--- src/sv/ntip_pkg.sv ---
package ntip_pkg;

    localparam logic [4:0] LEFT_PART_LIMIT = 5'd19;
    localparam logic [4:0] LEN_MAX         = 5'd31;

    // front queue
    localparam int QUEUE_DEPTH = 4;
    localparam int QUEUE_AW    = $clog2(QUEUE_DEPTH);

    // base_code values
    localparam logic [2:0] BC_AUTO = 3'd0;
    localparam logic [2:0] BC_BIN  = 3'd1;
    localparam logic [2:0] BC_OCT  = 3'd2;
    localparam logic [2:0] BC_DEC  = 3'd3;
    localparam logic [2:0] BC_HEX  = 3'd4;

    // active base; zero while an auto prefix is undecided
    localparam logic [4:0] BASE_AUTO = 5'd0;
    localparam logic [4:0] BASE_BIN  = 5'd2;
    localparam logic [4:0] BASE_OCT  = 5'd8;
    localparam logic [4:0] BASE_DEC  = 5'd10;
    localparam logic [4:0] BASE_HEX  = 5'd16;

    localparam logic [7:0] CH_DOT   = 8'h2E;
    localparam logic [7:0] CH_ZERO  = 8'h30;
    localparam logic [7:0] CH_NINE  = 8'h39;
    localparam logic [7:0] CH_UP_A  = 8'h41;
    localparam logic [7:0] CH_UP_F  = 8'h46;
    localparam logic [7:0] CH_UP_X  = 8'h58;
    localparam logic [7:0] CH_LO_A  = 8'h61;
    localparam logic [7:0] CH_LO_F  = 8'h66;
    localparam logic [7:0] CH_LO_N  = 8'h6E;
    localparam logic [7:0] CH_LO_O  = 8'h6F;
    localparam logic [7:0] CH_LO_T  = 8'h74;
    localparam logic [7:0] CH_LO_X  = 8'h78;

    typedef enum logic [2:0] {
        K_PLAIN,
        K_DOT,
        K_LOW_X,
        K_UP_X,
        K_DEC_PFX,
        K_OCT_PFX
    } t_kind;

    // prefix window
    typedef enum logic [1:0] {
        WIN_NONE,
        WIN_OUTER,
        WIN_LEFT,
        WIN_RIGHT
    } t_win;

    typedef struct packed {
        logic [7:0] ch;
        logic [2:0] base_code;
        logic       last;
    } t_in;

    typedef struct packed {
        logic [31:0] value;
        logic        ok;
    } t_out;

    // classified character
    typedef struct packed {
        t_kind      kind;
        logic       dig_ok;
        logic [3:0] dig;
        logic [2:0] base_code;
        logic       last;
    } t_item;

endpackage

--- src/sv/ntip_front.sv ---
module ntip_front
    import ntip_pkg::*;
(
    input  logic  i_clk,
    input  logic  i_rst_n,
    input  logic  i_push,
    output logic  o_full,
    input  t_in   i_item,
    output logic  o_valid,
    output t_item o_item,
    input  logic  i_take
);

    t_item                r_q [QUEUE_DEPTH];
    logic [QUEUE_AW-1:0]  r_wr;
    logic [QUEUE_AW-1:0]  r_rd;
    logic [QUEUE_AW:0]    r_cnt;
    logic [QUEUE_AW-1:0]  n_wr;
    logic [QUEUE_AW-1:0]  n_rd;
    logic [QUEUE_AW:0]    n_cnt;
    t_item                cls;
    logic                 wr_en;
    logic                 rd_en;

    always_comb begin
        cls           = '0;
        cls.kind      = K_PLAIN;
        cls.base_code = i_item.base_code;
        cls.last      = i_item.last;
        if (i_item.ch >= CH_ZERO && i_item.ch <= CH_NINE) begin
            cls.dig_ok = 1'b1;
            cls.dig    = 4'(i_item.ch - CH_ZERO);
        end else if (i_item.ch >= CH_LO_A && i_item.ch <= CH_LO_F) begin
            cls.dig_ok = 1'b1;
            cls.dig    = 4'(i_item.ch - CH_LO_A + 8'd10);
        end else if (i_item.ch >= CH_UP_A && i_item.ch <= CH_UP_F) begin
            cls.dig_ok = 1'b1;
            cls.dig    = 4'(i_item.ch - CH_UP_A + 8'd10);
        end
        unique case (i_item.ch)
            CH_DOT:          cls.kind = K_DOT;
            CH_LO_X:         cls.kind = K_LOW_X;
            CH_UP_X:         cls.kind = K_UP_X;
            CH_LO_T, CH_LO_N: cls.kind = K_DEC_PFX;
            CH_LO_O:         cls.kind = K_OCT_PFX;
            default:         cls.kind = K_PLAIN;
        endcase
    end

    assign o_full  = (r_cnt == (QUEUE_AW+1)'(QUEUE_DEPTH));
    assign o_valid = (r_cnt != '0);
    assign o_item  = r_q[r_rd];
    assign wr_en   = i_push && !o_full;
    assign rd_en   = i_take && o_valid;

    always_comb begin
        n_wr  = r_wr + QUEUE_AW'(wr_en);
        n_rd  = r_rd + QUEUE_AW'(rd_en);
        n_cnt = r_cnt + (QUEUE_AW+1)'(wr_en) - (QUEUE_AW+1)'(rd_en);
    end

    always_ff @(posedge i_clk) begin
        if (!i_rst_n) begin
            r_wr  <= '0;
            r_rd  <= '0;
            r_cnt <= '0;
        end else begin
            r_wr  <= n_wr;
            r_rd  <= n_rd;
            r_cnt <= n_cnt;
        end
    end

    always_ff @(posedge i_clk) begin
        if (wr_en) begin
            r_q[r_wr] <= cls;
        end
    end

endmodule

--- src/sv/ntip_back.sv ---
module ntip_back
    import ntip_pkg::*;
(
    input  logic  i_clk,
    input  logic  i_rst_n,
    input  logic  i_valid,
    input  t_item i_item,
    output logic  o_take,
    output logic  o_empty,
    input  logic  i_pop,
    output t_out  o_result
);

    function automatic logic [4:0] decode_base(input logic [2:0] code);
        case (code)
            BC_AUTO: decode_base = BASE_AUTO;
            BC_BIN:  decode_base = BASE_BIN;
            BC_OCT:  decode_base = BASE_OCT;
            BC_HEX:  decode_base = BASE_HEX;
            default: decode_base = BASE_DEC;
        endcase
    endfunction

    function automatic logic [31:0] scale(input logic [31:0] acc, input logic [4:0] base);
        case (base)
            BASE_BIN: scale = acc << 1;
            BASE_OCT: scale = acc << 3;
            BASE_HEX: scale = acc << 4;
            default:  scale = (acc << 3) + (acc << 1);
        endcase
    endfunction

    // numeral state
    logic        r_first, n_first;
    logic [4:0]  r_base, n_base;
    t_win        r_win, n_win;
    logic        r_zero, n_zero;
    logic        r_fail, n_fail;
    logic        r_dot, n_dot;
    logic        r_need, n_need;
    logic        r_long, n_long;
    logic [4:0]  r_len, n_len;
    logic [31:0] r_plain, n_plain;
    logic [31:0] r_left, n_left;
    logic [31:0] r_frac, n_frac;

    // result queue
    t_out        r_oq [2];
    logic        r_owr, r_ord;
    logic [1:0]  r_ocnt;
    logic        o_push, o_pop;
    t_out        res;

    logic        do_take;
    logic        do_count;
    logic        is_zero;
    logic        is_x;
    t_win        win0;

    assign o_take  = i_valid && (r_ocnt != 2'd2);
    assign is_zero = i_item.dig_ok && (i_item.dig == 4'd0);
    assign is_x    = (i_item.kind == K_LOW_X) || (i_item.kind == K_UP_X);

    always_comb begin
        n_first  = r_first;
        n_base   = r_first ? decode_base(i_item.base_code) : r_base;
        win0     = r_first ? WIN_OUTER : r_win;
        n_win    = win0;
        n_zero   = r_zero;
        n_fail   = r_fail;
        n_dot    = r_dot;
        n_need   = r_need;
        n_long   = r_long;
        n_len    = r_len;
        n_plain  = r_plain;
        n_left   = r_left;
        n_frac   = r_frac;
        do_take  = 1'b0;
        do_count = 1'b0;
        res      = '0;
        o_push   = 1'b0;

        if (!r_fail) begin
            n_zero = 1'b0;
            if (win0 != WIN_NONE && r_zero) begin
                n_win = WIN_NONE;
                if (n_base == BASE_AUTO) begin
                    case (i_item.kind) inside
                        K_LOW_X, K_DEC_PFX, K_OCT_PFX: begin
                            n_base = (i_item.kind == K_LOW_X)   ? BASE_HEX :
                                     (i_item.kind == K_OCT_PFX) ? BASE_OCT : BASE_DEC;
                            n_len  = '0;
                            n_long = 1'b0;
                            n_win  = WIN_OUTER;
                        end
                        K_UP_X: begin
                            n_base = BASE_HEX;
                            n_len  = '0;
                            n_long = 1'b0;
                            n_win  = WIN_LEFT;
                        end
                        default: begin
                            n_base  = BASE_DEC;
                            do_take = 1'b1;
                        end
                    endcase
                end else if (is_x) begin
                    if (win0 == WIN_OUTER) begin
                        n_base = BASE_HEX;
                        n_len  = '0;
                        n_long = 1'b0;
                        n_win  = WIN_LEFT;
                    end else if (win0 == WIN_LEFT) begin
                        do_count = 1'b1;
                        n_need   = 1'b1;
                    end
                end else begin
                    do_take = 1'b1;
                end
            end else if (win0 != WIN_NONE) begin
                if (is_zero) begin
                    n_zero = 1'b1;
                    if (n_base == BASE_AUTO) begin
                        do_count = 1'b1;
                    end else begin
                        do_take = 1'b1;
                    end
                end else begin
                    n_win = WIN_NONE;
                    if (n_base == BASE_AUTO) begin
                        n_base = BASE_DEC;
                    end
                    do_take = 1'b1;
                end
            end else begin
                do_take = 1'b1;
            end

            if (do_take) begin
                if (i_item.kind == K_DOT) begin
                    if (n_base != BASE_HEX || n_dot) begin
                        n_fail = 1'b1;
                    end else if (n_long || n_len > LEFT_PART_LIMIT) begin
                        n_fail = 1'b1;
                    end else begin
                        n_left = n_plain;
                        n_frac = '0;
                        n_dot  = 1'b1;
                        n_win  = WIN_RIGHT;
                    end
                end else if (!i_item.dig_ok || {1'b0, i_item.dig} >= n_base) begin
                    n_fail = 1'b1;
                end else if (n_dot) begin
                    n_frac = (n_frac << 4) + 32'(i_item.dig);
                end else begin
                    n_plain  = scale(n_plain, n_base) + 32'(i_item.dig);
                    do_count = 1'b1;
                end
            end

            if (do_count) begin
                if (n_len >= LEN_MAX) begin
                    n_long = 1'b1;
                end else begin
                    n_len = n_len + 5'd1;
                end
            end
        end

        n_first = 1'b0;
        if (i_item.last) begin
            o_push   = 1'b1;
            res.ok   = !n_fail && !(n_need && !n_dot);
            res.value = res.ok ? (n_dot ? ((n_left << 16) + n_frac) : n_plain) : '0;
            n_first  = 1'b1;
            n_base   = BASE_DEC;
            n_win    = WIN_NONE;
            n_zero   = 1'b0;
            n_fail   = 1'b0;
            n_dot    = 1'b0;
            n_need   = 1'b0;
            n_long   = 1'b0;
            n_len    = '0;
            n_plain  = '0;
            n_left   = '0;
            n_frac   = '0;
        end
    end

    always_ff @(posedge i_clk) begin
        if (!i_rst_n) begin
            r_first <= 1'b1;
            r_base  <= BASE_DEC;
            r_win   <= WIN_NONE;
            r_zero  <= 1'b0;
            r_fail  <= 1'b0;
            r_dot   <= 1'b0;
            r_need  <= 1'b0;
            r_long  <= 1'b0;
            r_len   <= '0;
            r_plain <= '0;
            r_left  <= '0;
            r_frac  <= '0;
        end else if (o_take) begin
            r_first <= n_first;
            r_base  <= n_base;
            r_win   <= n_win;
            r_zero  <= n_zero;
            r_fail  <= n_fail;
            r_dot   <= n_dot;
            r_need  <= n_need;
            r_long  <= n_long;
            r_len   <= n_len;
            r_plain <= n_plain;
            r_left  <= n_left;
            r_frac  <= n_frac;
        end
    end

    // two-entry result queue so a stalled reader does not stop the parser at once
    assign o_empty  = (r_ocnt == 2'd0);
    assign o_pop    = i_pop && !o_empty;
    assign o_result = r_oq[r_ord];

    always_ff @(posedge i_clk) begin
        if (!i_rst_n) begin
            r_owr  <= 1'b0;
            r_ord  <= 1'b0;
            r_ocnt <= 2'd0;
        end else begin
            r_owr  <= r_owr ^ (o_take && o_push);
            r_ord  <= r_ord ^ o_pop;
            r_ocnt <= r_ocnt + 2'(o_take && o_push) - 2'(o_pop);
        end
    end

    always_ff @(posedge i_clk) begin
        if (o_take && o_push) begin
            r_oq[r_owr] <= res;
        end
    end

endmodule

--- src/sv/numeral_to_integer_parser.sv ---
// ASCII numeral parser: one character per beat in, one {value, ok} beat out at
// each character flagged last. The parser takes one character every cycle
// that the result queue is not full; the single shift-and-add per character
// sets that figure. A character sits in a four-entry input queue before the
// parser works on it, and a result waits in the result queue before it shows
// on the output side. The parser stalls in every cycle that the two-entry
// result queue holds two results, even one in which pop drains a result;
// full rises only after four characters have piled up behind such stalls.
module numeral_to_integer_parser
    import ntip_pkg::*;
(
    input  logic i_clk,
    input  logic i_rst_n,
    input  logic push,
    output logic full,
    input  t_in  i_item,
    output logic empty,
    input  logic pop,
    output t_out o_result
);

    logic  q_valid;
    t_item q_item;
    logic  q_take;

    ntip_front u_front (
        .i_clk   (i_clk),
        .i_rst_n (i_rst_n),
        .i_push  (push),
        .o_full  (full),
        .i_item  (i_item),
        .o_valid (q_valid),
        .o_item  (q_item),
        .i_take  (q_take)
    );

    ntip_back u_back (
        .i_clk    (i_clk),
        .i_rst_n  (i_rst_n),
        .i_valid  (q_valid),
        .i_item   (q_item),
        .o_take   (q_take),
        .o_empty  (empty),
        .i_pop    (pop),
        .o_result (o_result)
    );

endmodule

--- config.mk ---
export PLATFORM = sky130hd
export DESIGN_NAME = numeral_to_integer_parser
export DESIGN_NICKNAME = d
export VERILOG_FILES = /design/src/sv/ntip_pkg.sv /design/src/sv/ntip_front.sv /design/src/sv/ntip_back.sv /design/src/sv/numeral_to_integer_parser.sv
export SDC_FILE = /design/constraint.sdc
export NUM_CORES = 1
export LEC_CHECK = 0
export BUFFER_PORTS_ARGS = -buffer_cell sky130_fd_sc_hd__buf_2
export CELL_PAD_IN_SITES_DETAIL_PLACEMENT = 1
export CELL_PAD_IN_SITES_GLOBAL_PLACEMENT = 1
export CORE_MARGIN = 4
export CORE_UTILIZATION = 33
export CTS_BUF_LIST = sky130_fd_sc_hd__clkbuf_4 sky130_fd_sc_hd__clkbuf_8 sky130_fd_sc_hd__clkbuf_16
export DETAILED_ROUTE_END_ITERATION = 12
export PLACE_DENSITY_LB_ADDON = 0.1
export SLEW_MARGIN = 20
export SYNTH_ARGS = -nofsm -noshare
export SYNTH_HDL_FRONTEND = slang
export SYNTH_SLANG_ARGS = --single-unit
--- constraint.sdc ---
create_clock -name i_clk -period 6.6 [get_ports i_clk]
set_clock_uncertainty 0.15 [all_clocks]
set_input_delay 1.32 -clock i_clk [delete_from_list [all_inputs] [get_ports i_clk]]
set_output_delay 1.32 -clock i_clk [all_outputs]
set_load 0.005 [all_outputs]
== Word-level counts from Yosys, hierarchy flattened ==
Memory sizes are Yosys's and may differ from the RTL's. A register that Yosys moved wholly into a read port is not among the register bits.
Cells that the tools add are included.

* Add/subtract/negate cells: 16
* Equal/unequal tests: 23
* Order comparisons: 9
* Multiplexer cells: 140
* Bitwise logic cells: 2
* Reductions and logical operators: 31

{| class="wikitable"
|+ Operators with widths
! operator !! count
|-
| $mux W32 || 21
|-
| $mux W5 || 28
|-
| $mux W16 || 6
|-
| $pmux W32 S3 || 1
|-
| $add A32 B32 Y32 || 2
|-
| $add A32 B4 Y32 || 2
|-
| $mux W1 || 64
|-
| $eq A8 B7 Y1 const B || 5
|-
| $mux W2 || 17
|-
| $mux W33 || 1
|-
| $pmux W5 S4 || 1
|-
| $ge A8 B7 Y1 const B || 2
|-
| $le A8 B7 Y1 const B || 2
|-
| $pmux W3 S5 || 1
|-
| $eq A3 B3 Y1 const B || 4
|-
| $logic_and A1 B1 Y1 || 12
|-
| $sub A4 B1 Y4 const B || 3
|-
| $eq A3 B2 Y1 const B || 3
|-
| $add A4 B4 Y4 const B || 2
|-
| $eq A8 B6 Y1 const B || 1
|-
| $ge A8 B6 Y1 const B || 1
|-
| $le A8 B6 Y1 const B || 1
|-
| $add A2 B1 Y2 || 3
|-
| $eq A3 B1 Y1 const B || 2
|-
| 26 further kinds || 36
|}

* Input port bits: 16
* Register bits after elaboration: 109
* Output and inout bits: 35
* Bits in writable memories: 114
* Memories: 2
* Word-level logic and storage cells: 241

{| class="wikitable"
|+ Memories
! memory !! words !! width !! read ports !! clocked after memory_dff !! wr ports !! line !! RTL
|-
| u_back.r_oq || 2 || 33 || 1 || 1 || 1 || ntip_back.sv:48 || <nowiki>t_out r_oq [2];</nowiki>
|-
| u_front.r_q || 4 || 12 || 1 || 1 || 1 || ntip_front.sv:14 || <nowiki>t_item r_q [QUEUE_DEPTH];</nowiki>
|}

== Longest topological paths before layout ==
Gate-level depths: netlist of run 1.

* Depth after elaboration: 25
* Gate-level depth with buffers: 32
* Mapped depth without buffers: 28

== By module ==
Synthesis of run 1 repeated with hierarchy kept, for this count alone.

* Cell total of the unflattened synthesis: 1452
* Area, all modules: 14172.3 µm²

{| class="wikitable"
|+ By module, submodules not included
! module !! seq. area each (µm²) !! times used !! cells each !! area each (µm²)
|-
| ntip_back || 4043.9 || 1 || 1319 || 11783.8
|-
| ntip_front || 1581.5 || 1 || 133 || 2388.5
|}

== Least setup slack after synthesis of run 1 ==
OpenSTA, ideal clock, no wires.

* Kind: flip-flop to flip-flop
* From: reg, netlist name u_front.r_rd[0]
* To: mem u_back.r_oq[0][31] (netlist bit), data pin
* Required time: 6176 ps
* Arrival time: 6647 ps
* Path buffers: 4
* Path slack: -471 ps
* Stages on the path, launching flop included: 33
* Path through: dfxtp_1 > buf_6 > mux4_2 > or4_1 > clkbuf_1 > and2_1 > or3_1 > clkbuf_1 > nand2_1 > ha_1 > a21o_1 > a21o_1 > a21oi_1 > o211ai_1 > or2_2 > a21o_1 > clkbuf_1 > a22o_1 > ha_1 > inv_1 > fa_1 > nor2b_1 > o21ai_0 > a21boi_0 > o21ai_0 > nand2b_1 > a21o_1 > a41o_1 > o41ai_1 > o21ai_0 > xor2_1 > a221oi_1 > a21oi_1

{| class="wikitable"
|+ RTL lines
! element !! line
|-
| to (decl) || ntip_back.sv:48
|}

==> insert_results.sql, run 1 <==
INSERT INTO impl_metrics (metric_group, metric, value, unit) VALUES
('floorplan', 'die_area', '45600', 'sq um'),
('grt', 'grt_antenna_before_repair', '1', ''),
('worst_setup_path', 'critPathMaxFanout', '6', ''),
('worst_setup_path', 'worstPathRequired', '6720', 'ps'),
('power_and_ir_drop', 'power-per-cell-area', '362', 'nW/um^2'),
('worst_setup_path', 'worst_setup_path_start_kind', 'flop', ''),
('flow_run', 'drv.max_cap_violation_count', '0', ''),
('synth', 'ys_types', '90', ''),
('grt', 'largest_net_degree_at_the_start_of_global_routing', '55', ''),
('synth', 'synth_top_cell_by_area', 'sky130_fd_sc_hd__edfxtp_1', ''),
('worst_setup_path', 'crit_arrival', '6610', 'ps'),
('worst_setup_path', 'slowest_stage', 'sky130_fd_sc_hd__or4b_4', ''),
('grt', 'grt_overflow_total', '0', ''),
('synth', 'synth_seq_cells', '224', ''),
('worst_setup_path', 'critical-path-max-stage-delay', '560', 'ps'),
('grt', 'first_pass_grt_wire_length', '73000', 'um'),
('grt', 'grt_usage', '20.5', '%'),
('clock_tree', 'tritoncts', 'built', ''),
('floorplan', 'std_cell_rows', '75', ''),
('floorplan', 'boundaryPins', '51', ''),
('synth', 'syn-instance-count', '1461', ''),
('clock_tree', 'cts_made_buffers', '27', ''),
('sta', 'maxClockFrequency', '154', 'MHz'),
('synth', 'synth_edf_count', '114', ''),
('power_and_ir_drop', 'power.ir.vdd_worst', '0.221', 'mV'),
('synth', 'synth.area.top_cells', 'sky130_fd_sc_hd__edfxtp_1 (25%), sky130_fd_sc_hd__dfxtp_1 (16%), sky130_fd_sc_hd__ha_1 (5.7%), sky130_fd_sc_hd__nor2_1 (4.3%), sky130_fd_sc_hd__mux2_2 (4.2%)', ''),
('final_layout', 'post_route_cells_drive_above_1_share', '20.7', '%'),
('synth', 'seq_area_frac_synth', '40.3', '%'),
('detailed_routing', 'wire_per_inst', '22.2', 'um'),
('sta', 'setup_repair_after_global_routing_missed_its_margin', 'yes', ''),
('worst_setup_path', 'rrSetupSlack', '110', 'ps'),
('floorplan', 'core_area', '41900', 'sq um'),
('placed_design', 'dpl_worst_slack', '-280', 'ps'),
('detailed_routing', 'postRouteWirelength', '47300', 'um'),
('sta', 'min_period', '6490', 'ps'),
('min_path', 'holdPathEnd', 'u_back.r_base[0]', ''),
('worst_setup_path', 'timing.setup.critical_path_class', 'flop to flop', ''),
('sta', 'hold_viol_final', '0', ''),
('min_path', 'hp-start', 'u_back.r_base[0]', ''),
('worst_setup_path', 'cp_num_buf_inv', '3', ''),
('detailed_routing', 'drcViolationCount', '0', ''),
('synth', 'synth_flop_cell', 'sky130_fd_sc_hd__edfxtp_1', ''),
('min_path', 'worstHoldPathCells', '2', ''),
('run_status', 'status', 'completed', ''),
('worst_setup_path', 'ff2ff_path_depth', '24', ''),
('clock_tree', 'clock-sinks', '224', ''),
('final_layout', 'nets', '1654', ''),
('final_layout', 'flow.area_growth_from_synthesis', '18.0', '%'),
('final_layout', 'number_of_inserted_diodes', '0', ''),
('worst_setup_path', 'worstSetupStartpoint', 'u_front.r_rd[0]', ''),
('clock_tree', 'cts_max_path_buffers', '3', ''),
('final_layout', 'fin_area', '16500', 'sq um'),
('synth', 'synth.avg_cell_area', '9.55', 'sq um'),
('floorplan', 'start_util', '33.3', '%'),
('detailed_routing', 'route.vias.total', '12100', ''),
('clock_tree', 'worst_setup_hold_path_clk_slew', '60', 'ps'),
('synth', 'synth.net_count', '1545', ''),
('sta', 'timing.final.setup_violations', '0', ''),
('worst_setup_path', 'reg2reg_to', 'u_back.r_oq[1][31]', ''),
('placed_design', 'post_dp_cell_area', '15300', 'sq um'),
('clock_tree', 'cts.htree.levels', '1', ''),
('worst_setup_path', 'worstSetupEndpointType', 'flop', ''),
('clock_tree', 'clk-insertion-delay-late', '540', 'ps'),
('min_path', 'timing.hold.worst.class', 'flop to flop', ''),
('clock_tree', 'holdBufCountCts', '0', ''),
('power_and_ir_drop', 'design_power_total', '0.00596', 'W'),
('sta', 'whs', '333', 'ps'),
('synth', 'synth-async-reset-ratio', '0', '%'),
('synth', 'post_synth_instance_area', '14000', 'sq um'),
('detailed_routing', 'postRouteAntennaNets', '0', ''),
('floorplan', 'die_w', '214', 'um');
==> state kept, by name (all words and copies together), names as in the netlist, 2 cells and up, named ones only <==
signal,flops
u_back.r_frac,32
u_back.r_plain,32
u_front.r_q,48
u_back.r_ocnt,2
u_back.r_oq,66
u_back.r_win,2
u_back.r_base,5
u_front.r_wr,2
u_front.r_cnt,3
u_front.r_rd,2
u_back.r_len,5
u_back.r_left,16
==> worst max path at each step <==
stage | cells past startpoint | to | slack, ps
after floorplan | 30 | u_back.r_oq[0][32] | 30
after global placement | 29 | u_back.r_oq[0][31] | -120
after detailed placement | 30 | u_back.r_oq[0][29] | -280
after CTS | 26 | u_back.r_oq[1][30] | 10
after global routing | 29 | u_back.r_oq[1][31] | -180
final | 24 | u_back.r_oq[1][31] | 110
==> area by class of cell <==
cell class / count / area [sq um] / area share [%]
Tap cell: 539 / 674 / 4.09
Clock buffer: 35 / 736 / 4.47
Inverter: 40 / 150 / 0.912
Sequential cell: 224 / 5630 / 34.2
Multi-Input combinational cell: 1119 / 8060 / 48.9
Clock inverter: 14 / 145 / 0.881
Timing Repair Buffer: 158 / 1080 / 6.54
==> cell families after synthesis <==
| family | share of synthesized area (%) |
|---|---|
| buffers and inverters | 3.42 |
| AND/OR/NAND/NOR | 16.3 |
| adder cells (fa/ha/maj) | 6.31 |
| multiplexers | 7.19 |
| flip-flops | 40.3 |
| AO/OA/AOI/OAI | 22.5 |
| XOR/XNOR | 3.95 |
==> tightest hold or removal path, delay by kind of cell (launching register included) <==
| family | cells | cell delay (ps) |
|---|---|---|
| DFF | 1 | 340 |
| and+or+nand+nor | 1 | 70 |
| AOI/OAI and AO/OA | 1 | 40 |
==> stage by stage <==
stage | TNS [ps] | util (%)
final | 0 | 39.4
after global routing | -764 | 39.4
after CTS | 0 | 38.8
after detailed placement | -1940 | 36.6
after global placement | -781 | 36.6
after floorplan | 0 | -
==> layout by cell type, fill, tap and decap left out, drive strengths merged, types with 6 or more instances in the layout <==
master  synthesis  routed
inv            38      40
and3           26      26
a211oi         21      21
xnor2          34      34
o21ai          79      79
a221oi         19      19
o31ai          10      10
xor2           29      29
clkbuf         66      35
and2           18      18
a22oi          73      73
nor3           42      42
o211ai         18      18
ha             64      64
dfxtp         110     110
a21o           22      22
or3            12      12
nand2b          9       9
nand4          22      22
mux4           11      11
nor2          161     161
nor4            6       6
nor2b           7       7
mux2i          17      17
edfxtp        114     114
a21oi          71      71
o22ai          10      10
mux2           52      52
nand2         105     105
buf            12     158
a31oi          13      13
o21a            7       7
a22o           25      25
clkinv          2      11
nand3          31      31
==> power breakdown <==
part / switching [W] / internal (W)
clock network: 0.000582 / 0.000901
registers: 0.000105 / 0.00171
logic: 0.00173 / 0.000936
==> metal layers <==
layer	part of all wire, %	track usage (%)	up-vias
li1	-	-	5809
met3	2.9	2.52	47
met2	50	36.2	172
met1	45	27.3	6051
met5	0	0	-
met4	1.8	3.97	0
==> repair_timing <==
action,CTS,global route
resized for setup,7,30
buffers inserted,1,12
pin swaps,3,23
setup endpoints to repair,10,14
(Power assumes the default switching activity.)
==> run 2, diff against run 1 <==
--- a/config.mk
+++ b/config.mk
@@ -8,7 +8,6 @@
 export BUFFER_PORTS_ARGS = -buffer_cell sky130_fd_sc_hd__buf_2
 export CELL_PAD_IN_SITES_DETAIL_PLACEMENT = 1
 export CELL_PAD_IN_SITES_GLOBAL_PLACEMENT = 1
-export CORE_MARGIN = 4
 export CORE_UTILIZATION = 33
 export CTS_BUF_LIST = sky130_fd_sc_hd__clkbuf_4 sky130_fd_sc_hd__clkbuf_8 sky130_fd_sc_hd__clkbuf_16
 export DETAILED_ROUTE_END_ITERATION = 12
==> run 2 against run 1 <==
Effect of this change: register-to-register slack improved by 100 ps; fmax is 1.6% higher; count of clock-buffer cells in the layout shrank 1; utilization grew 0.36 points; hold slack lost 2.4 ps; critical path type unchanged; largest cell class unchanged.
==> insert_results.sql, run 2 (synthesis results as in run 1) <==
INSERT INTO impl_metrics (metric_group, metric, value, unit) VALUES
('power_and_ir_drop', 'design_power_total', '0.00589', 'W'),
('final_layout', 'nets', '1646', ''),
('floorplan', 'die_w', '208', 'um'),
('detailed_routing', 'wire_per_inst', '22.3', 'um'),
('sta', 'slew_headroom', '31.0', '%'),
('floorplan', 'die_area', '43100', 'sq um'),
('detailed_routing', 'detailedRoute.firstPassIterationCount', '5', ''),
('clock_tree', 'tritoncts', 'built', ''),
('clock_tree', 'cts_max_path_buffers', '3', ''),
('detailed_routing', 'postRouteWirelength', '47100', 'um'),
('clock_tree', 'cts.htree.levels', '1', ''),
('detailed_routing', 'wl_met3', '1410', 'um'),
('grt', 'grt_overflow_total', '0', ''),
('clock_tree', 'clock-sinks', '224', ''),
('worst_setup_path', 'cp_num_buf_inv', '2', ''),
('grt', 'grt_antenna_before_repair', '0', ''),
('detailed_routing', 'maxUsedRoutingLayer', 'met4', ''),
('detailed_routing', 'via_per_inst', '5.75', ''),
('sta', 'final_min_period_over_clock_period', '96.8', '%'),
('sta', 'setup_repair_after_global_routing_missed_its_margin', 'yes', ''),
('worst_setup_path', 'worstSetupEndpointType', 'flop', ''),
('final_layout', 'largest_register_ffs', '66', ''),
('final_layout', 'fillers', '4713', ''),
('worst_setup_path', 'worst_path_most_repeated_cell', 'sky130_fd_sc_hd__a21o_1', ''),
('placed_design', 'placement.io_buffers', '50', ''),
('final_layout', 'most_common_cell_after_layout_fill_and_taps_aside', 'sky130_fd_sc_hd__nor2_1', ''),
('detailed_routing', 'routed-wl-met2', '22700', 'um'),
('detailed_routing', 'initialDrtViolationCount', '724', ''),
('detailed_routing', 'wl_met1', '21900', 'um'),
('clock_tree', 'holdBufCountCts', '0', ''),
('final_layout', 'most-common-layout-cells', 'sky130_fd_sc_hd__nor2_1 (155), sky130_fd_sc_hd__edfxtp_1 (114), sky130_fd_sc_hd__dfxtp_1 (109)', ''),
('power_and_ir_drop', 'power_leakage', '6.24', 'nW'),
('floorplan', 'core_area', '41300', 'sq um'),
('detailed_routing', 'drcViolationCount', '0', ''),
('placed_design', 'place_congestion', '0.864', ''),
('min_path', 'timing.hold.worst.class', 'flop to flop', ''),
('floorplan', 'start_util', '33.8', '%'),
('worst_setup_path', 'worst_setup_path_start_kind', 'flop', ''),
('final_layout', 'flow.area_growth_from_synthesis', '17.5', '%'),
('floorplan', 'die-height', '208', 'um'),
('sta', 'final-max-slew-violation-count', '0', ''),
('clock_tree', 'clk-insertion-delay-late', '540', 'ps'),
('grt', 'largest_net_degree_at_the_start_of_global_routing', '55', ''),
('grt', 'first_pass_grt_wire_length', '73500', 'um'),
('final_layout', 'number_of_inserted_diodes', '0', ''),
('worst_setup_path', 'timing.setup.critical_path_class', 'flop to flop', ''),
('placed_design', 'hpwl', '35800', 'um'),
('sta', 'min_period', '6390', 'ps'),
('detailed_routing', 'postRouteAntennaNets', '0', ''),
('floorplan', 'std_cell_rows', '74', ''),
('floorplan', 'boundaryPins', '51', ''),
('grt', 'grt_pass1_vias', '12500', ''),
('power_and_ir_drop', 'power.ir.vdd_worst', '0.309', 'mV'),
('worst_setup_path', 'cp_top_family', 'compound AO/OA/AOI/OAI gates', ''),
('worst_setup_path', 'worstPathRequired', '6720', 'ps'),
('worst_setup_path', 'critPathMaxFanout', '8', ''),
('final_layout', 'regMostFlops', 'u_back.r_oq', ''),
('clock_tree', 'worst_setup_hold_path_clk_slew', '70', 'ps'),
('worst_setup_path', 'critical-path-max-stage-delay', '560', 'ps'),
('sta', 'worst_pin_slew', '1030', 'ps'),
('sta', 'hold_viol_final', '0', ''),
('sta', 'maxClockFrequency', '157', 'MHz'),
('final_layout', 'biggestRegsByFlops', 'u_back.r_oq (66), u_front.r_q (48)', ''),
('final_layout', 'post_route_cells_drive_above_1_share', '20.6', '%'),
('clock_tree', 'clk_root_buffer_cell', 'sky130_fd_sc_hd__clkbuf_16', ''),
('worst_setup_path', 'crit_arrival', '6510', 'ps'),
('sta', 'timing.final.setup_violations', '0', ''),
('detailed_routing', 'route.vias.total', '12200', ''),
('worst_setup_path', 'slowest_stage', 'sky130_fd_sc_hd__or4b_4', ''),
('clock_tree', 'cts_made_buffers', '25', ''),
('sta', 'whs', '331', 'ps'),
('grt', 'grt_usage', '21.7', '%'),
('power_and_ir_drop', 'power-per-cell-area', '359', 'nW/um^2'),
('run_status', 'status', 'completed', ''),
('flow_run', 'drv.max_cap_violation_count', '0', '');
-- run 2: cell count changes in the layout (fill, tap and decap cells not counted), moves of 2 or more --
cell,delta
sky130_fd_sc_hd__clkbuf_8,+4
sky130_fd_sc_hd__clkinv_2,+2
sky130_fd_sc_hd__clkbuf_4,-4
sky130_fd_sc_hd__clkinv_1,-3
sky130_fd_sc_hd__ha_4,+3
sky130_fd_sc_hd__buf_4,-5
sky130_fd_sc_hd__ha_1,-3
-- run 2: per-layer routing --
metal	global-route usage, %	vias to the layer above
met3	2.48	60
met2	37.2	181
li1	-	5791
met5	0	-
met4	5.49	0
met1	29.0	6122
-- run 2: timing repair --
action | 4_1_cts | 5_1_grt
pin swaps | 4 | 16
gates resized for setup | 7 | 31
buffers inserted | 0 | 7
endpoints found under the setup margin | 10 | 14
-- run 2: final timing paths --
kind,start,end,slack [ps],depth (start not counted)
worst max-delay path,u_front.r_rd[0],u_back.r_oq[0][31],210,29
worst max register to register,u_front.r_rd[0],u_back.r_oq[0][31],210,29
worst min-delay path,u_back.r_long,u_back.r_long,330,2
worst min register to register,u_back.r_long,u_back.r_long,330,2
-- run 2: report_power, final --
group          total [W]  switching [W]  leakage (nW)  internal (W)
sequential       0.00181       0.000106          1.98       0.00171
clock            0.00143       0.000579         0.425      0.000856
combinational    0.00264        0.00172          3.83      0.000914
total            0.00589        0.00241          6.24       0.00348
-- run 2: layout make-up --
type | instances | area (sq um) | area share (%)
clock inverter | 11 | 105 | 0.641
clock buffer | 34 | 736 | 4.49
multi-input combinational | 1119 | 8080 | 49.3
sequential | 224 | 5630 | 34.3
inverter | 40 | 150 | 0.916
timing repair buffer | 152 | 1030 | 6.27
tap | 532 | 666 | 4.06
-- run 2: tightest hold or removal path, stage by stage (launching register included) --
cell and delay [ps]:
sky130_fd_sc_hd__dfxtp_1 310, sky130_fd_sc_hd__o21ai_0 70, sky130_fd_sc_hd__a21oi_1 60
-- run 2: through the flow --
stage	std cells	setup TNS [ps]	worst slack [ps]	cell area, sq um	util, %
floorplan	1461	0	27.1	14000	-
global placement	2060	-269	-48.2	15300	37.1
detailed placement	2060	-1570	-237	15300	37.1
CTS	2105	0	2.52	16200	39.2
global route	2112	-405	-104	16400	39.7
finish	2112	0	211	16400	39.7
==> run 3, diff against run 2 <==
==> constraint.sdc (replaced) <==
create_clock -name i_clk -period 7.1 [get_ports i_clk]
set_clock_uncertainty 0.15 [all_clocks]
set_input_delay 1.42 -clock i_clk [delete_from_list [all_inputs] [get_ports i_clk]]
set_output_delay 1.42 -clock i_clk [all_outputs]
set_load 0.005 [all_outputs]
==> run 3 against run 2 <==
Effect of this change: critical path depth stayed put; sequential power is 7% lower; wire length decreased by 1.4%; register-to-register slack gained 130 ps; hold slack worse by 13 ps; final area shrank 2.4%; non-clock buffer count fell by 29; sequential share of layout area up 0.83 points; fmax shrank 5.5%; combinational power shrank 11%; total power decreased by 9.6%.
==> insert_results.sql, run 3 (synthesis results as in run 1) <==
INSERT INTO impl_metrics (metric_group, metric, value, unit) VALUES
('grt', 'grt_overflow_total', '0', ''),
('grt', 'use_met2', '36.7', '%'),
('final_layout', 'most-common-layout-cells', 'sky130_fd_sc_hd__nor2_1 (156), sky130_fd_sc_hd__edfxtp_1 (114), sky130_fd_sc_hd__dfxtp_1 (109)', ''),
('power_and_ir_drop', 'power_frac_seq', '31.6', '%'),
('power_and_ir_drop', 'power.ir.vdd_worst', '0.233', 'mV'),
('worst_setup_path', 'worst_setup_path_start_kind', 'flop', ''),
('final_layout', 'number_of_inserted_diodes', '0', ''),
('detailed_routing', 'via_per_inst', '5.74', ''),
('power_and_ir_drop', 'power.internal', '0.00310', 'W'),
('floorplan', 'die-height', '208', 'um'),
('final_layout', 'largest_register_ffs', '66', ''),
('final_layout', 'flow.area_growth_from_synthesis', '14.7', '%'),
('sta', 'min_period', '6760', 'ps'),
('clock_tree', 'cts_made_buffers', '27', ''),
('placed_design', 'dpl_worst_slack', '-83.5', 'ps'),
('worst_setup_path', 'critical-path-max-stage-delay', '550', 'ps'),
('detailed_routing', 'drcViolationCount', '0', ''),
('floorplan', 'boundaryPins', '51', ''),
('floorplan', 'die_area', '43100', 'sq um'),
('power_and_ir_drop', 'power_leakage', '6.07', 'nW'),
('flow_run', 'drv.max_cap_violation_count', '0', ''),
('detailed_routing', 'detailedRoute.firstPassIterationCount', '5', ''),
('detailed_routing', 'wire_per_inst', '22.2', 'um'),
('power_and_ir_drop', 'power-per-cell-area', '332', 'nW/um^2'),
('sta', 'hold_viol_final', '0', ''),
('power_and_ir_drop', 'netSwitchingFraction', '41.8', '%'),
('detailed_routing', 'postRouteWirelength', '46400', 'um'),
('clock_tree', 'clock-sinks', '224', ''),
('placed_design', 'hpwl', '35100', 'um'),
('placed_design', 'dpl.cell_count', '2037', ''),
('final_layout', 'regMostFlops', 'u_back.r_oq', ''),
('power_and_ir_drop', 'clock_power_share', '24.4', '%'),
('worst_setup_path', 'worstPathRequired', '7230', 'ps'),
('min_path', 'timing.hold.worst.class', 'flop to flop', ''),
('final_layout', 'post_route_cells_drive_above_1_share', '18.1', '%'),
('sta', 'timing.final.setup_violations', '0', ''),
('floorplan', 'core_area', '41300', 'sq um'),
('clock_tree', 'worst_setup_hold_path_clk_slew', '60', 'ps'),
('grt', 'gr-usage-met1', '28.4', '%'),
('final_layout', 'biggestRegsByFlops', 'u_back.r_oq (66), u_front.r_q (48)', ''),
('clock_tree', 'clk_root_buffer_cell', 'sky130_fd_sc_hd__clkbuf_16', ''),
('sta', 'final-max-slew-violation-count', '0', ''),
('sta', 'final_min_period_over_clock_period', '95.2', '%'),
('grt', 'grt_antenna_before_repair', '0', ''),
('clock_tree', 'cts.htree.levels', '1', ''),
('clock_tree', 'cts_max_path_buffers', '3', ''),
('worst_setup_path', 'worstSetupEndpointType', 'flop', ''),
('sta', 'slew_headroom', '29.0', '%'),
('grt', 'largest_net_degree_at_the_start_of_global_routing', '55', ''),
('final_layout', 'nets', '1619', ''),
('final_layout', 'most_common_cell_after_layout_fill_and_taps_aside', 'sky130_fd_sc_hd__nor2_1', ''),
('sta', 'tns', '0', 'ps'),
('sta', 'worst_pin_slew', '1060', 'ps'),
('worst_setup_path', 'timing.setup.critical_path_class', 'flop to flop', ''),
('clock_tree', 'clk-insertion-delay-late', '550', 'ps'),
('worst_setup_path', 'cp_num_buf_inv', '2', ''),
('worst_setup_path', 'critPathMaxFanout', '5', ''),
('placed_design', 'place_congestion', '0.859', ''),
('sta', 'maxClockFrequency', '148', 'MHz'),
('detailed_routing', 'route.vias.total', '12000', ''),
('sta', 'whs', '318', 'ps'),
('grt', 'grt_util_met3', '2.36', '%'),
('power_and_ir_drop', 'power.combinational.fraction', '44.0', '%'),
('detailed_routing', 'initialDrtViolationCount', '795', ''),
('detailed_routing', 'postRouteAntennaNets', '0', ''),
('clock_tree', 'tritoncts', 'built', ''),
('worst_setup_path', 'worst_path_most_repeated_cell', 'sky130_fd_sc_hd__a21o_1', ''),
('grt', 'grt_usage', '21.3', '%'),
('worst_setup_path', 'slowest_stage', 'sky130_fd_sc_hd__mux4_2', ''),
('worst_setup_path', 'cp_top_family', 'compound AO/OA/AOI/OAI gates', ''),
('floorplan', 'start_util', '33.8', '%'),
('worst_setup_path', 'crit_arrival', '6890', 'ps'),
('final_layout', 'finish.cell_count_without_fillers', '2087', ''),
('floorplan', 'die_w', '208', 'um'),
('grt', 'grt_busiest_layer', 'met2', ''),
('power_and_ir_drop', 'total_switching_power', '0.00222', 'W'),
('placed_design', 'placement.io_buffers', '50', ''),
('run_status', 'status', 'completed', ''),
('sta', 'worst_slack', '340', 'ps'),
('grt', 'first_pass_grt_wire_length', '71800', 'um'),
('floorplan', 'std_cell_rows', '74', ''),
('grt', 'grt_pass1_vias', '12100', '');
[run 3: cell count changes in the layout (fill, tap and decap cells not counted), sizes merged]
| cell | change |
|---|---|
| buf | -29 |
| clkinv | +3 |
| bufinv | -2 |
| clkbuf | +2 |
| clkinvlp | +1 |
[run 3: per-layer routing]
metal	wire, um	share of wire [%]	up-vias
li1	-	-	5739
met5	0	0	-
met1	21500	46	5970
met2	22400	48	218
met4	1040	2.2	0
met3	1460	3.2	57
[run 3: timing repair]
action,in CTS,in global routing
endpoints found under the hold margin,0,0
setup buffers,0,1
pin swaps,0,5
gates resized for setup,3,16
setup endpoints to repair,6,14
hold buffers,0,0
[run 3: cell type report]
class                      instances  area [sq um]
clock inverter                    13          67.6
clock buffer                      36           756
sequential                       224          5630
multi-input combinational       1119          7940
timing repair buffer             123           802
inverter                          40           150
fill                            4742         25300
tap                              532           666
[run 3: worst paths after layout]
path | startpoint | to | slack, ps | cells past startpoint
worst max-delay path | u_front.r_rd[0] | u_back.r_oq[1][31] | 340 | 29
worst min-delay path | u_back.r_base[2] | u_back.r_base[2] | 320 | 2
worst max register to register | u_front.r_rd[0] | u_back.r_oq[1][31] | 340 | 29
worst min register to register | u_back.r_base[2] | u_back.r_base[2] | 320 | 2
[run 3: per-stage QoR]
step                instance area, sq um  utilization, %  total power, W
detailed placement                 15100            36.6         0.00403
floorplan                          14000               -         0.00315
global route                       16000            38.8         0.00564
CTS                                15900            38.6         0.00535
finish                             16000            38.8         0.00532
global placement                   15100            36.6         0.00402
[run 3: power by group through the flow]
| stage | Combinational [W] | Clock, W | Sequential, W |
|---|---|---|---|
| CTS | 0.00233 | 0.00133 | 0.00169 |
| detailed placement | 0.00232 | 0 | 0.00171 |
| finish | 0.00234 | 0.00130 | 0.00168 |
| global route | 0.00255 | 0.00138 | 0.00170 |
| floorplan | 0.00148 | 0 | 0.00167 |
| global placement | 0.00231 | 0 | 0.00170 |
[run 3: worst register-to-register path: cells and delay by family (launching register included)]
| family | cells | cell delay, ps |
|---|---|---|
| muxes | 1 | 550 |
| xor gates and xnor gates | 1 | 200 |
| buffers and inverters | 2 | 260 |
| adders and majority gates | 3 | 630 |
| and+or+nand+nor | 7 | 1640 |
| AOI/OAI and AO/OA | 15 | 2680 |
| DFF | 1 | 390 |
